**config.mk**
```make
export PLATFORM = sky130hd
export DESIGN_NAME = uuencode_line_encoder_core
export DESIGN_NICKNAME = d
export VERILOG_FILES = /design/src/design/ulenc_pkg.sv /design/src/design/uuencode_line_encoder_core.sv
export SDC_FILE = /design/constraint.sdc
export NUM_CORES = 1
export LEC_CHECK = 0
export BUFFER_PORTS_ARGS = -buffer_cell sky130_fd_sc_hd__buf_2
export CAP_MARGIN = 5
export CORE_MARGIN = 2
export CORE_UTILIZATION = 60
export CTS_CLUSTER_SIZE = 8
export DETAILED_ROUTE_END_ITERATION = 10
export PLACE_DENSITY = 0.76
export SLEW_MARGIN = 20
export SYNTH_ARGS = -nofsm -noshare
export SYNTH_HDL_FRONTEND = slang
export SYNTH_SLANG_ARGS = --single-unit
```
**constraint.sdc**
```tcl
create_clock -name clock -period 7.3 [get_ports clock]
set_input_delay 1.095 -clock clock [delete_from_list [all_inputs] [get_ports clock]]
set_output_delay 1.095 -clock clock [all_outputs]
set_load 0.1 [all_outputs]
```
**src/design/ulenc_pkg.sv**
```systemverilog
// ----------------------------------------------------------------------------
// ulenc_pkg
// Shared types, constants and the 6-bit character mapping of the uuencode
// line encoder.
// ----------------------------------------------------------------------------
`timescale 1ns / 1ps
`default_nettype none

package ulenc_pkg;

   localparam int LINE_BYTES_DEF = 45;

   localparam logic [7:0] CHAR_SPACE    = 8'h20;
   localparam logic [7:0] CHAR_BACKQUOTE = 8'h60;
   localparam logic [7:0] CHAR_NEWLINE  = 8'h0A;

   typedef enum logic [3:0] {
      ST_IDLE,
      ST_LEN,
      ST_FETCH0,
      ST_FETCH1,
      ST_FETCH2,
      ST_FETCH3,
      ST_CH0,
      ST_CH1,
      ST_CH2,
      ST_CH3,
      ST_SUM,
      ST_NL
   } state_type;

   // Zero maps to backquote, everything else to value plus space.
   function automatic logic [7:0] enc6(input logic [5:0] v);
      logic [7:0] ch;
      if (v == 6'd0) begin
         ch = CHAR_BACKQUOTE;
      end else begin
         ch = {2'b00, v} + CHAR_SPACE;
      end
      return ch;
   endfunction

endpackage

`default_nettype wire

```
**src/design/uuencode_line_encoder_core.sv**
```systemverilog
// ----------------------------------------------------------------------------
// uuencode_line_encoder_core
// Gathers raw bytes into a line buffer and emits each line uuencoded, with a
// length character, data characters, a checksum character and a newline.
// ----------------------------------------------------------------------------
// Usage:
//   req_* : one raw byte per transfer, req_is_final marks the last byte of a
//           stream. A byte that does not close a line leaves req_ready high.
//   rsp_* : one ASCII character per transfer. rsp_run_last is set on the
//           newline that ends a line, rsp_stream_done on the newline of the
//           line that held a final byte.
//   A line closes when LINE_BYTES bytes are held or a final byte arrives.
//   req_ready then drops until the newline has been loaded into the output
//   register. A line of n bytes is sent as a length character, then one
//   pass per three-byte group: four fetch states of buffer reads (one read
//   port, registered data) and four character states through the single
//   character mapper; then the checksum character and the newline.
//   When the receiver stalls, the output register holds its character and
//   the sequencer waits; no character is dropped.
//   Reset is synchronous, active high: the line is emptied, the sum cleared
//   and the output register emptied. Buffer contents are not cleared.
// ----------------------------------------------------------------------------
`timescale 1ns / 1ps
`default_nettype none

module uuencode_line_encoder_core #(
   parameter int LINE_BYTES = ulenc_pkg::LINE_BYTES_DEF
) (
   input  wire logic       clock,
   input  wire logic       reset,
   input  wire logic       req_valid,
   output logic            req_ready,
   input  wire logic [7:0] req_data_byte,
   input  wire logic       req_is_final,
   output logic            rsp_valid,
   input  wire logic       rsp_ready,
   output logic [7:0]      rsp_out_char,
   output logic            rsp_run_last,
   output logic            rsp_stream_done
);

   import ulenc_pkg::*;

   localparam int ADDR_W = $clog2(LINE_BYTES);
   localparam int FILL_W = $clog2(LINE_BYTES + 1);
   localparam int CNT_W  = $clog2(LINE_BYTES + 3);

   state_type state_ff, state_in;

   logic [7:0]        line_mem [LINE_BYTES];
   logic [7:0]        rd_data_ff;
   logic [FILL_W-1:0] fill_ff, fill_in;
   logic [5:0]        sum_ff, sum_in;
   logic              final_ff, final_in;
   logic [CNT_W-1:0]  grp_ff, grp_in;
   logic [7:0]        b0_ff, b0_in, b1_ff, b1_in, b2_ff, b2_in;

   logic              out_valid_ff, out_valid_in;
   logic [7:0]        out_char_ff, out_char_in;
   logic              out_last_ff, out_last_in;
   logic              out_done_ff, out_done_in;

   logic              req_fire;
   logic              slot_free;
   logic              emit;
   logic              line_close;
   logic [CNT_W-1:0]  rd_addr_wide;
   logic              rd_en;
   logic [CNT_W-1:0]  fill_wide;
   logic [CNT_W-1:0]  grp_next;
   logic [FILL_W-1:0] fill_plus;
   logic [5:0]        char_val;

   assign req_ready       = (state_ff == ST_IDLE);
   assign req_fire        = req_valid && req_ready;
   assign slot_free       = !out_valid_ff || rsp_ready;
   assign fill_wide       = CNT_W'(fill_ff);
   assign grp_next        = grp_ff + CNT_W'(3);
   assign fill_plus       = fill_ff + FILL_W'(1);
   assign line_close      = req_is_final || (fill_plus == FILL_W'(LINE_BYTES));

   assign rsp_valid       = out_valid_ff;
   assign rsp_out_char    = out_char_ff;
   assign rsp_run_last    = out_last_ff;
   assign rsp_stream_done = out_done_ff;

   // Character emitting states load the output register when it frees up.
   always_comb begin
      unique case (state_ff)
         ST_LEN, ST_CH0, ST_CH1, ST_CH2, ST_CH3, ST_SUM, ST_NL: emit = slot_free;
         default:                                               emit = 1'b0;
      endcase
   end

   // Next state
   always_comb begin
      state_in = state_ff;
      unique case (state_ff)
         ST_IDLE: begin
            if (req_fire && line_close) begin
               state_in = ST_LEN;
            end
         end
         ST_LEN: begin
            if (emit) begin
               state_in = ST_FETCH0;
            end
         end
         ST_FETCH0: state_in = ST_FETCH1;
         ST_FETCH1: state_in = ST_FETCH2;
         ST_FETCH2: state_in = ST_FETCH3;
         ST_FETCH3: state_in = ST_CH0;
         ST_CH0: begin
            if (emit) begin
               state_in = ST_CH1;
            end
         end
         ST_CH1: begin
            if (emit) begin
               state_in = ST_CH2;
            end
         end
         ST_CH2: begin
            if (emit) begin
               state_in = ST_CH3;
            end
         end
         ST_CH3: begin
            if (emit) begin
               state_in = (grp_next < fill_wide) ? ST_FETCH0 : ST_SUM;
            end
         end
         ST_SUM: begin
            if (emit) begin
               state_in = ST_NL;
            end
         end
         ST_NL: begin
            if (emit) begin
               state_in = ST_IDLE;
            end
         end
         default: state_in = ST_IDLE;
      endcase
   end

   // Buffer read address: group base plus byte offset within the group
   always_comb begin
      unique case (state_ff)
         ST_FETCH1: rd_addr_wide = grp_ff + CNT_W'(1);
         ST_FETCH2: rd_addr_wide = grp_ff + CNT_W'(2);
         default:   rd_addr_wide = grp_ff;
      endcase
      rd_en = ((state_ff == ST_FETCH0) || (state_ff == ST_FETCH1) ||
               (state_ff == ST_FETCH2)) && (rd_addr_wide < CNT_W'(LINE_BYTES));
   end

   // Character source for the shared mapper
   always_comb begin
      unique case (state_ff)
         ST_LEN:  char_val = 6'(fill_ff);
         ST_CH0:  char_val = b0_ff[7:2];
         ST_CH1:  char_val = {b0_ff[1:0], b1_ff[7:4]};
         ST_CH2:  char_val = {b1_ff[3:0], b2_ff[7:6]};
         ST_CH3:  char_val = b2_ff[5:0];
         default: char_val = sum_ff;
      endcase
   end

   // Datapath and output register next values
   always_comb begin
      fill_in      = fill_ff;
      sum_in       = sum_ff;
      final_in     = final_ff;
      grp_in       = grp_ff;
      b0_in        = b0_ff;
      b1_in        = b1_ff;
      b2_in        = b2_ff;
      out_valid_in = out_valid_ff;
      out_char_in  = out_char_ff;
      out_last_in  = out_last_ff;
      out_done_in  = out_done_ff;

      if (out_valid_ff && rsp_ready) begin
         out_valid_in = 1'b0;
      end

      if (req_fire) begin
         fill_in  = fill_plus;
         sum_in   = sum_ff + req_data_byte[5:0];
         final_in = req_is_final;
         grp_in   = '0;
      end

      // Capture group bytes; missing bytes of the last group read as zero.
      if (state_ff == ST_FETCH1) begin
         b0_in = rd_data_ff;
      end
      if (state_ff == ST_FETCH2) begin
         b1_in = ((grp_ff + CNT_W'(1)) < fill_wide) ? rd_data_ff : 8'h00;
      end
      if (state_ff == ST_FETCH3) begin
         b2_in = ((grp_ff + CNT_W'(2)) < fill_wide) ? rd_data_ff : 8'h00;
      end

      if (emit) begin
         out_valid_in = 1'b1;
         out_char_in  = (state_ff == ST_NL) ? CHAR_NEWLINE : enc6(char_val);
         out_last_in  = (state_ff == ST_NL);
         out_done_in  = (state_ff == ST_NL) && final_ff;
         if (state_ff == ST_CH3) begin
            grp_in = grp_next;
         end
         if (state_ff == ST_NL) begin
            fill_in = '0;
            sum_in  = '0;
         end
      end
   end

   // Line buffer: write on input transfer, registered read during output
   always_ff @(posedge clock) begin
      if (req_fire) begin
         line_mem[fill_ff[ADDR_W-1:0]] <= req_data_byte;
      end
      if (rd_en) begin
         rd_data_ff <= line_mem[rd_addr_wide[ADDR_W-1:0]];
      end
   end

   always_ff @(posedge clock) begin
      if (reset) begin
         state_ff     <= ST_IDLE;
         fill_ff      <= '0;
         sum_ff       <= '0;
         out_valid_ff <= 1'b0;
      end else begin
         state_ff     <= state_in;
         fill_ff      <= fill_in;
         sum_ff       <= sum_in;
         out_valid_ff <= out_valid_in;
      end
   end

   always_ff @(posedge clock) begin
      final_ff    <= final_in;
      grp_ff      <= grp_in;
      b0_ff       <= b0_in;
      b1_ff       <= b1_in;
      b2_ff       <= b2_in;
      out_char_ff <= out_char_in;
      out_last_ff <= out_last_in;
      out_done_ff <= out_done_in;
   end

   // An idle block never holds a full line.
   a_idle_not_full: assert property (@(posedge clock) disable iff (reset)
      state_ff == ST_IDLE |-> fill_ff < FILL_W'(LINE_BYTES))
      else $error("line buffer full while idle");

   // A final byte always starts line output.
   a_final_closes: assert property (@(posedge clock) disable iff (reset)
      req_valid && req_ready && req_is_final |=> state_ff == ST_LEN)
      else $error("final byte did not close the line");

   // Line end markers only ride on a newline.
   a_last_is_newline: assert property (@(posedge clock) disable iff (reset)
      rsp_valid && rsp_run_last |-> rsp_out_char == CHAR_NEWLINE)
      else $error("line end flag on a non-newline character");

   a_done_on_last: assert property (@(posedge clock) disable iff (reset)
      rsp_valid && rsp_stream_done |-> rsp_run_last)
      else $error("stream end flag without line end");

   // Line counters are cleared once the newline is loaded.
   a_clear_after_line: assert property (@(posedge clock) disable iff (reset)
      state_ff == ST_NL && slot_free |=> fill_ff == '0 && sum_ff == '0)
      else $error("line state not cleared after newline");

endmodule

`default_nettype wire
```
# ---- Yosys cells after proc, flatten, opt, wreduce, memory -nomap -nowiden
# Memories as Yosys holds them, arrays and structs flattened. A register that Yosys moved wholly into a read port is not among the register bits.
# Index checks and enable logic that the tools add are counted.
dict set report word_totals {
  ff_bits 58
  ram_bits 360
  in_bits 13
  out_inout_bits 12
  wordCells 87
  mem_count 1
}
# memory words word_bits read_ports rd_ports_with_merged_regs wr line
set mem_list {}
lappend mem_list {line_mem 45 8 1 1 1 uuencode_line_encoder_core.sv:50} ;# logic [7:0] line_mem [LINE_BYTES];
dict set report op_classes {
  n_addsub 6
  magnitude_cmp 4
  eq_ne 20
  muxes 27
  reduce_logical 16
}
# cell count
set ops {}
lappend ops {{6-bit two-way mux} 9}
lappend ops {{4-bit one-hot mux with 12 select lines} 1}
lappend ops {{4-bit two-way mux} 9}
lappend ops {{6-bit one-hot mux with 5 select lines} 1}
lappend ops {{6-bit < comparator} 3}
lappend ops {{4-bit by 3-bit == test with 1-bit output, second input constant} 4}
lappend ops {{4-bit == test, second input constant} 4}
lappend ops {{2-bit != test, second input constant} 7}
lappend ops {{6-bit by 1-bit adder with 6-bit output, second input constant} 2}
lappend ops {{6-bit by 2-bit adder with 6-bit output, second input constant} 2}
lappend ops {{6-bit one-hot mux with 2 select lines} 1}
lappend ops {{4-bit by 2-bit == test with 1-bit output, second input constant} 2}
lappend ops {{8-bit AND reduction} 1}
lappend ops {{6-bit by 6-bit adder with 7-bit output, second input constant} 1}
lappend ops {{7-bit two-way mux} 1}
lappend ops {{7-bit OR reduction} 1}
lappend ops {{6-bit adder} 1}
lappend ops {{6-bit == test, second input constant} 1}
lappend ops {{6-bit logical NOT} 1}
lappend ops {{6-bit < comparator, second input constant} 1}
lappend ops {{1-bit logical AND} 5}
lappend ops {{1-bit two-way mux} 5}
lappend ops {{4-bit by 1-bit == test with 1-bit output, second input constant} 1}
lappend ops {{4-bit logical NOT} 1}
lappend ops {{other kinds (5)} 8}

# ---- Longest topological paths before layout
# Gate-level depths: netlist (run 1).
dict set report depth {
  depth_word 6
  ltp_mapped 12
  ltp_nobuf 10
}

# ---- Worst setup path before layout (run 1)
# Ideal clock, no wire load.
dict set report synth_timing {
  path_type {reg-to-reg}
  startpoint {reg state_ff[1]}
  endpoint {mem line_mem[0][0] (enable)}
  setup_time_ps 395
  arrival_time_ps 5232
  t_required_ps 6905
  slack_ps 1674
  path_stages_with_launch 7
  n_path_buf 1
  period_less_slack_ps 5626
  path_cell_list {dfxtp_1 > buf_2 > nor4_1 > nand2_1 > nor2_1 > nand2_1 > nor4_1}
}
dict set report synth_via {
  elab_chain_cells 4
}
# item line
set synth_lines {}
lappend synth_lines {{start: declaration} uuencode_line_encoder_core.sv:48} ;# state_type state_ff, state_in;
lappend synth_lines {{start signal: assignment} uuencode_line_encoder_core.sv:238} ;# state_ff <= state_in;
lappend synth_lines {{4-bit logical NOT} uuencode_line_encoder_core.sv:74} ;# assign req_ready = (state_ff == ST_IDLE);
lappend synth_lines {{named net req_ready} uuencode_line_encoder_core.sv:32} ;# output logic req_ready,
lappend synth_lines {{1-bit logical AND} uuencode_line_encoder_core.sv:75} ;# assign req_fire = req_valid && req_ready;
lappend synth_lines {{1-bit two-way mux} uuencode_line_encoder_core.sv:223} ;# if (req_fire) begin
lappend synth_lines {{1-bit two-way mux (implied by the code)} uuencode_line_encoder_core.sv:224} ;# line_mem[fill_ff[ADDR_W-1:0]] <= req_data_byte;
lappend synth_lines {{end: declaration} uuencode_line_encoder_core.sv:50}
# The timed path passes the listed nets, and every way through them passes these cells.

# ---- Worst setup path after layout (run 1)
dict set report layout_timing {
  startpoint {reg state_ff[0]}
  endpoint {reg rd_data_ff[6] (read register of line_mem), data pin}
}
dict set report layout_via {
  elab_chain_cells 4
  word_cells_on_any_way 8
  cone_classes {1 x order compare; 3 x eq/ne; 1 x mux; 3 x reduce/logical}
}
# item line
set layout_lines {}
lappend layout_lines {{4-bit by 3-bit == test with 1-bit output, or another cell as far along} {uuencode_line_encoder_core.sv:149, uuencode_line_encoder_core.sv:155}}
lappend layout_lines {{6-bit one-hot mux with 2 select lines or 1-bit logical OR (tied branches)} {uuencode_line_encoder_core.sv:149, uuencode_line_encoder_core.sv:154}}
lappend layout_lines {{6-bit < comparator or 1-bit logical OR (tied branches)} {uuencode_line_encoder_core.sv:155, uuencode_line_encoder_core.sv:154}}
lappend layout_lines {{1-bit logical AND} uuencode_line_encoder_core.sv:155} ;# (state_ff == ST_FETCH2)) && (rd_addr_wide < CNT_W'(LINE_BYTES));
lappend layout_lines {{end: declaration} uuencode_line_encoder_core.sv:51} ;# logic [7:0] rd_data_ff;
# Several ways; a longest one is shown, not always the timed one.
# A chain may end at the register's enable or synchronous reset.

==> results of run 1 <==
[area by class of cell]
type	instances	share of cell area
multi-input combinational	534	0.242
clock inverter	3	0.00280
sequential	425	0.636
inverter	18	0.00343
timing repair buffer	35	0.0109
tap	384	0.0244
clock buffer	82	0.0804
[final timing paths]
kind / from / slack, ns / end
max: state_ff[0] / 2.91 / rd_data_ff[6]
min: sum_ff[0] / 0.48 / sum_ff[0]
max reg2reg: state_ff[0] / 2.91 / rd_data_ff[6]
min reg2reg: sum_ff[0] / 0.48 / sum_ff[0]
[sequential cells by signal, summed over array words and instances (netlist names)]
name and cells:
rd_data_ff 8, b0_ff 8, b1_ff 8, rsp_out_char 7
rsp_stream_done 1, grp_ff 6, state_ff 4, rsp_valid 1
rsp_run_last 1, fill_ff 6, b2_ff 8, sum_ff 6
final_ff 1, line_mem 360
[metrics by stage]
| stage | area (sq um) | cells | hold WS, ns |
|---|---|---|---|
| 2_1_floorplan | 17600 | 1027 | 0.432 |
| 3_3_place_gp | 18000 | 1395 | 0.464 |
| 3_5_place_dp | 18100 | 1396 | 0.478 |
| 4_1_cts | 19700 | 1481 | 0.484 |
| 5_1_grt | 19700 | 1481 | 0.526 |
| 6_report | 19700 | 1481 | 0.480 |
[Yosys cell counts (2+ instances only)]
cell	count	share of area
inv_2	3	0.00064
o21ai_0	14	0.0040
a221oi_1	5	0.0025
o221ai_1	11	0.0055
a211oi_1	5	0.0021
inv_1	15	0.0032
a22oi_1	9	0.0038
or2_2	6	0.0021
or3_1	3	0.0011
nand2b_1	6	0.0021
a21o_1	12	0.0051
a21oi_1	43	0.012
nand4_1	3	0.0011
dfxtp_1	23	0.026
xnor2_1	18	0.0090
ha_1	26	0.018
or4_1	8	0.0034
clkbuf_1	19	0.0041
buf_2	17	0.0048
nor3_1	2	0.00057
a31oi_1	2	0.00071
o22ai_1	16	0.0057
nand2_1	66	0.014
mux2i_1	28	0.016
o211ai_1	2	0.00085
buf_6	4	0.0026
nand3_1	17	0.0048
mux4_2	84	0.11
edfxtp_1	402	0.69
buf_1	4	0.00085
and2_1	18	0.0064
nor4_1	4	0.0014
xor2_1	9	0.0045
buf_4	6	0.0026
nor2b_1	6	0.0021
a22o_1	3	0.0015
nor2_1	87	0.019
[critical path, cell delays in order (launching register included)]
cell     delay, ns
dfxtp_1       0.83
inv_2         0.16
nand4_1       0.20
inv_2         0.15
nand2_1       0.13
o221a_4       0.67
buf_4         0.63
mux4_2        0.41
mux2i_1       0.20
a21oi_1       0.13
or4_1         0.56
[cell usage in the layout, fill, tap and decap left out, types with 22 or more instances in the layout]
master / count
clkbuf_1: 22
clkbuf_16: 60
ha_1: 26
a21oi_1: 43
mux2i_1: 28
dfxtp_1: 23
nor2_1: 87
buf_2: 24
edfxtp_1: 402
mux4_2: 84
nand2_1: 66
[report_power, final]
part,switching (uW),total (uW),internal [uW]
combinational,803,1270,466
sequential,98.6,2910,2810
clock,951,2430,1480
total,1850,6600,4750
[routing by layer]
metal	wire length (um)	vias to the layer above	track usage	part of all wire
li1	-	4141	-	-
met3	3040	86	0.0459	0.078
met5	0	-	0	0
met2	18800	481	0.405	0.49
met4	1030	0	0.0851	0.027
met1	15900	4847	0.378	0.41
[cells by family (layout without fill, tap and decap cells)]
group                    after synthesis  after routing  synth area share
adder cells (fa/ha/maj)               27             27            0.0196
other                                  1              1          0.000213
flip-flops                           425            425             0.712
AO/OA/AOI/OAI                        134            134            0.0507
buffers and inverters                 68            138            0.0187
multiplexers                         113            113             0.124
AND/OR/NAND/NOR                      232            232            0.0610
XOR/XNOR                              27             27            0.0134
==> out/qor.yml, run 1 <==
outcome:
  outcome: "finished, final reports clean"
worst_setup_path:
  worstPathArrival_ns: 4.71
  critical_path_required_ns: 7.62
  end_kind: "flop"
  critPathKind: "reg -> reg"
  r2r_cells: 10
  start_kind: "flop"
  crit_fanout: 39
cells_and_area:
  area_growth_pct: 11.9
  n_fill_cell: 1834
  post-route-util: 0.684
  diodes: 0
  register_area_sq_um: 12500
  drive_gt1_frac: 0.183
  multi_input_area_sq_um: 4760
  final_nets: 1113
yosys:
  synth_cells: 1027
  ys_ff_latch: 425
  syn_nets: 1067
  ys_seq_area_frac: 0.712
  post_synth_instance_area_sq_um: 17600
  synth_async_sr_flop_share: 0
  avgSynthCellArea_sq_um: 17.1
  synth-edff-count: 402
  ys_types: 58
  yosys_most_used_dff: "edfxtp_1"
  yosysWarnings: 0
routing:
  routed_wl_mm: 38.7
  drt_iter0_drc: 1092
  remaining_drc_errors: 0
  vias: 9555
  drtAntennaViolNets: 0
  first_pass_iters: 5
  vias_per_cell: 6.45
  wl_per_cell_um: 26.1
die:
  dieArea_sq_um: 30700
  dieHeight_um: 175
  initial_utilization: 0.611
  ios: 25
  row_count: 62
  core_sq_um: 28800
  die-width_um: 175
power:
  total_power_uw: 6600
  power.density_nw_per_um2: 335
  ir_drop_mv: 0.211
  p_leak_uw: 0.00643
placement:
  preCtsSetupSlack_ns: 2.96
  place_hpwl_mm: 23.4
  finalWeightedCongestion: 0.886
  port_buffers: 23
cts:
  cts_buffers: 59
  cts-resized-gates: 0
  clock-sinks: 425
  clk_path_buf_depth: 3
  h-tree-depth: 2
  cts_hold_buf: 0
  clk_latency_ns: 0.59
  cts_root_buf: "clkbuf_16"
  cts_tree: "done"
  cts_setup_buffers: 0
  path_clk_slew_ns: 0.05
sta:
  max_freq_mhz: 228
  rsz0062_at_grt: "no"
  slew_headroom: 0.327
  slew_violations: 0
  tns_ns: 0
  finalWorstSetupSlack_ns: 2.91
  finalCriticalPeriod_ns: 4.39
  hold_violations: 0
  clock_skew_ns: 0.0255
  tightest_slew_ns: 1.01
  finalCritPeriodShare: 0.602
  finalSetupViolations: 0
flow_run:
  max_cap_viol_count: 0
global_routing:
  grt_first_pass_wirelength_mm: 59.0
  grt_util_all_layers: 0.259
  grt_antenna_before_repair: 0
  grt-ovfl-total: 0
  grt_pass1_vias: 9574
  grt_start_max_net_pins: 94
hold_path:
  min_path_type: "reg -> reg"
  hold_depth: 2
No activity file was read; power rests on OpenSTA's default activity.
==> inputs of run 2 (changes only) <==
--- a/config.mk
+++ b/config.mk
@@ -8,7 +8,7 @@
 export BUFFER_PORTS_ARGS = -buffer_cell sky130_fd_sc_hd__buf_2
 export CAP_MARGIN = 5
 export CORE_MARGIN = 2
-export CORE_UTILIZATION = 60
+export CORE_UTILIZATION = 57
 export CTS_CLUSTER_SIZE = 8
 export DETAILED_ROUTE_END_ITERATION = 10
 export PLACE_DENSITY = 0.76
==> constraint.sdc (replaced) <==
create_clock -name clock -period 4 [get_ports clock]
set_input_delay 0.6 -clock clock [delete_from_list [all_inputs] [get_ports clock]]
set_output_delay 0.6 -clock clock [all_outputs]
set_load 0.1 [all_outputs]
==> run 2 against run 1 <==
Worst hold slack lost 0.23 ns. First-iteration DRC count grew 45%. Via count grew 3.1%. Final cell count grew 3.2%. Register-to-register slack lost 2.7 ns. Worst setup slack lost 2.7 ns. Critical endpoint is now rd_data_ff[0]. Power grew 86%. Flip-flop and latch count is the same. Combinational power grew 100%. Die area grew 5.1%.
==> out/qor.yml, run 2 (synthesized netlist as in run 1, its figures left out) <==
cts:
  clk_path_buf_depth: 3  # unchanged
  cts_hold_buf: 0  # unchanged
  h-tree-depth: 2  # unchanged
  cts_setup_buffers: 0  # unchanged
  cts_buffers: 59  # unchanged
  path_clk_slew_ns: 0.05  # about the same
  cts_tree: "done"
  clk_latency_ns: 0.59  # about the same
  cts_root_buf: "clkbuf_16"
  clock-sinks: 425  # unchanged
sta:
  tightest_slew_ns: 0.966  # -0.0388 ns
  slew_violations: 0  # unchanged
  tns_ns: 0  # unchanged
  finalCritPeriodShare: 0.954  # +0.352
  max_freq_mhz: 262  # +15%
  clock_skew_ns: 0.0141  # -0.0114 ns
  finalSetupViolations: 0  # unchanged
  hold_violations: 0  # unchanged
  finalCriticalPeriod_ns: 3.82  # -0.577 ns
  rsz0062_at_grt: "no"
  slew_headroom: 0.353  # +0.0260
hold_path:
  min_path_type: "in -> reg"
  hold_depth: 1  # -1
power:
  sw_frac_of_total: 0.288  # +0.00781
  p_clk_frac: 0.362  # -0.006
  ir_drop_mv: 0.499  # +140%
  p_int_uw: 8730  # +84%
  p_leak_uw: 0.00661  # +2.8%
  power.density_nw_per_um2: 613  # +83%
  seqPwrFrac: 0.429  # -0.011
  p_comb_frac: 0.209  # +0.017
  p_sw_uw: 3540  # +91%
global_routing:
  grt_use_met2: 0.397  # -0.00825
  use_met3: 0.0598  # +0.0139
  use_met1: 0.368  # -0.0103
  grt_pass1_vias: 9992  # +4.4%
  grt_util_all_layers: 0.257  # -0.00195
  grt_antenna_before_repair: 1  # +1
  grt-ovfl-total: 0  # unchanged
  busiest_layer: "met2"
  grt_first_pass_wirelength_mm: 62.2  # +5.5%
  grt_start_max_net_pins: 47  # -50%
cells_and_area:
  area_growth_pct: 13.7
  drive_gt1_frac: 0.209  # +0.0254
  post-route-util: 0.656  # -0.0286
  final_common_cell: "edfxtp_1"
  register_area_sq_um: 12500  # about the same
  multi_input_area_sq_um: 4800  # +0.87%
  final_cell_mix: "edfxtp_1, nor2_1, mux4_2"
  n_fill_cell: 2003  # +9.2%
  final_nets: 1145  # +2.9%
  largest_reg_flops: 360  # unchanged
die:
  dieHeight_um: 180  # +2.5%
  core_sq_um: 30500  # +6.0%
  ios: 25  # unchanged
  dieArea_sq_um: 32300  # +5.1%
  initial_utilization: 0.577  # -0.0347
  die-width_um: 180  # +2.5%
  row_count: 64  # +3.2%
routing:
  drt_iter0_drc: 1588  # +45%
  wl_per_cell_um: 27.1  # +3.8%
  remaining_drc_errors: 0  # unchanged
  drtAntennaViolNets: 0  # unchanged
  vias: 9850  # +3.1%
  first_pass_iters: 9  # +4
  routed_wl_mm: 41.5  # +7.1%
  vias_per_cell: 6.45  # about the same
placement:
  finalWeightedCongestion: 0.894  # +0.82%
  place_hpwl_mm: 25.9  # +11%
  port_buffers: 23  # unchanged
worst_setup_path:
  worstPathArrival_ns: 4.13  # -0.58 ns
  end_kind: "flop"
  r2r_cells: 10  # unchanged
  critPathKind: "reg -> reg"
  start_kind: "flop"
  crit_fanout: 20  # -49%
  critical_path_required_ns: 4.32  # -3.30 ns
outcome:
  outcome: "finished, final reports clean"
flow_run:
  max_cap_viol_count: 0  # unchanged
[run 2: cell count changes in the layout (fill, tap and decap cells not counted), sizes merged]
cell | before | now
buf | 35 | 66
clkbuf | 82 | 83
inv | 18 | 19
diode | 0 | 1
o221a | 1 | 2
[run 2: layout make-up]
class,count,share of cell area
Clock inverter,4,0.00319
Multi-Input combinational cell,535,0.240
Antenna cell,1,0.000125
Inverter,18,0.00338
Tap cell,396,0.0248
Clock buffer,83,0.0783
Sequential cell,425,0.627
Timing Repair Buffer,66,0.0238
[run 2: path summary, 6_finish.rpt]
kind	startpoint	endpoint	slack (ns)
worst max register to register	state_ff[1]	rd_data_ff[0]	0.18
worst min register to register	sum_ff[0]	sum_ff[0]	0.50
worst max-delay path	state_ff[1]	rd_data_ff[0]	0.18
worst min-delay path	req_is_final	final_ff	0.25
[run 2: per-layer routing]
layer,wire [um],vias up,share of wire
li1,-,4212,-
met1,16900,4978,0.41
met2,19400,573,0.47
met3,4000,87,0.096
met4,1230,0,0.030
met5,0,-,0
[run 2: per-stage QoR]
| stage | setup WS (ns) | power [uW] | cell area [sq um] | hold WS [ns] | instances |
|---|---|---|---|---|---|
| after detailed placement | 0.179 | 7840 | 18300 | 0.487 | 1439 |
| after floorplan | 0.533 | 7080 | 17600 | 0.432 | 1027 |
| after CTS | 0.165 | 12300 | 20000 | 0.242 | 1526 |
| after global placement | 0.293 | 7790 | 18300 | 0.473 | 1439 |
| after global routing | 0.0515 | 12700 | 20000 | 0.250 | 1528 |
| final | 0.185 | 12300 | 20000 | 0.255 | 1528 |
[run 2: timing repair]
action | in CTS | in global routing
endpoints found under the setup margin | 0 | 1
hold endpoints to repair | 0 | 0
gates resized for setup | 0 | 3
[run 2: power groups by stage]
stage | clock network (uW) | registers (uW) | logic (uW)
final | 4430 | 5260 | 2570
after global routing | 4680 | 5270 | 2710
after CTS | 4470 | 5260 | 2520
after detailed placement | 0 | 5340 | 2510
after global placement | 0 | 5330 | 2460
after floorplan | 0 | 5530 | 1550
[run 2: critical path, cell delays in order (launching register included)]
cell and delay (ns):
dfxtp_2 0.39, inv_1 0.32, nand4_1 0.30, inv_2 0.28, a32o_1 0.23, a31o_4 0.34
buf_4 0.35, nand2_1 0.27, o22ai_1 0.42, nor2_1 0.15, or4_1 0.48
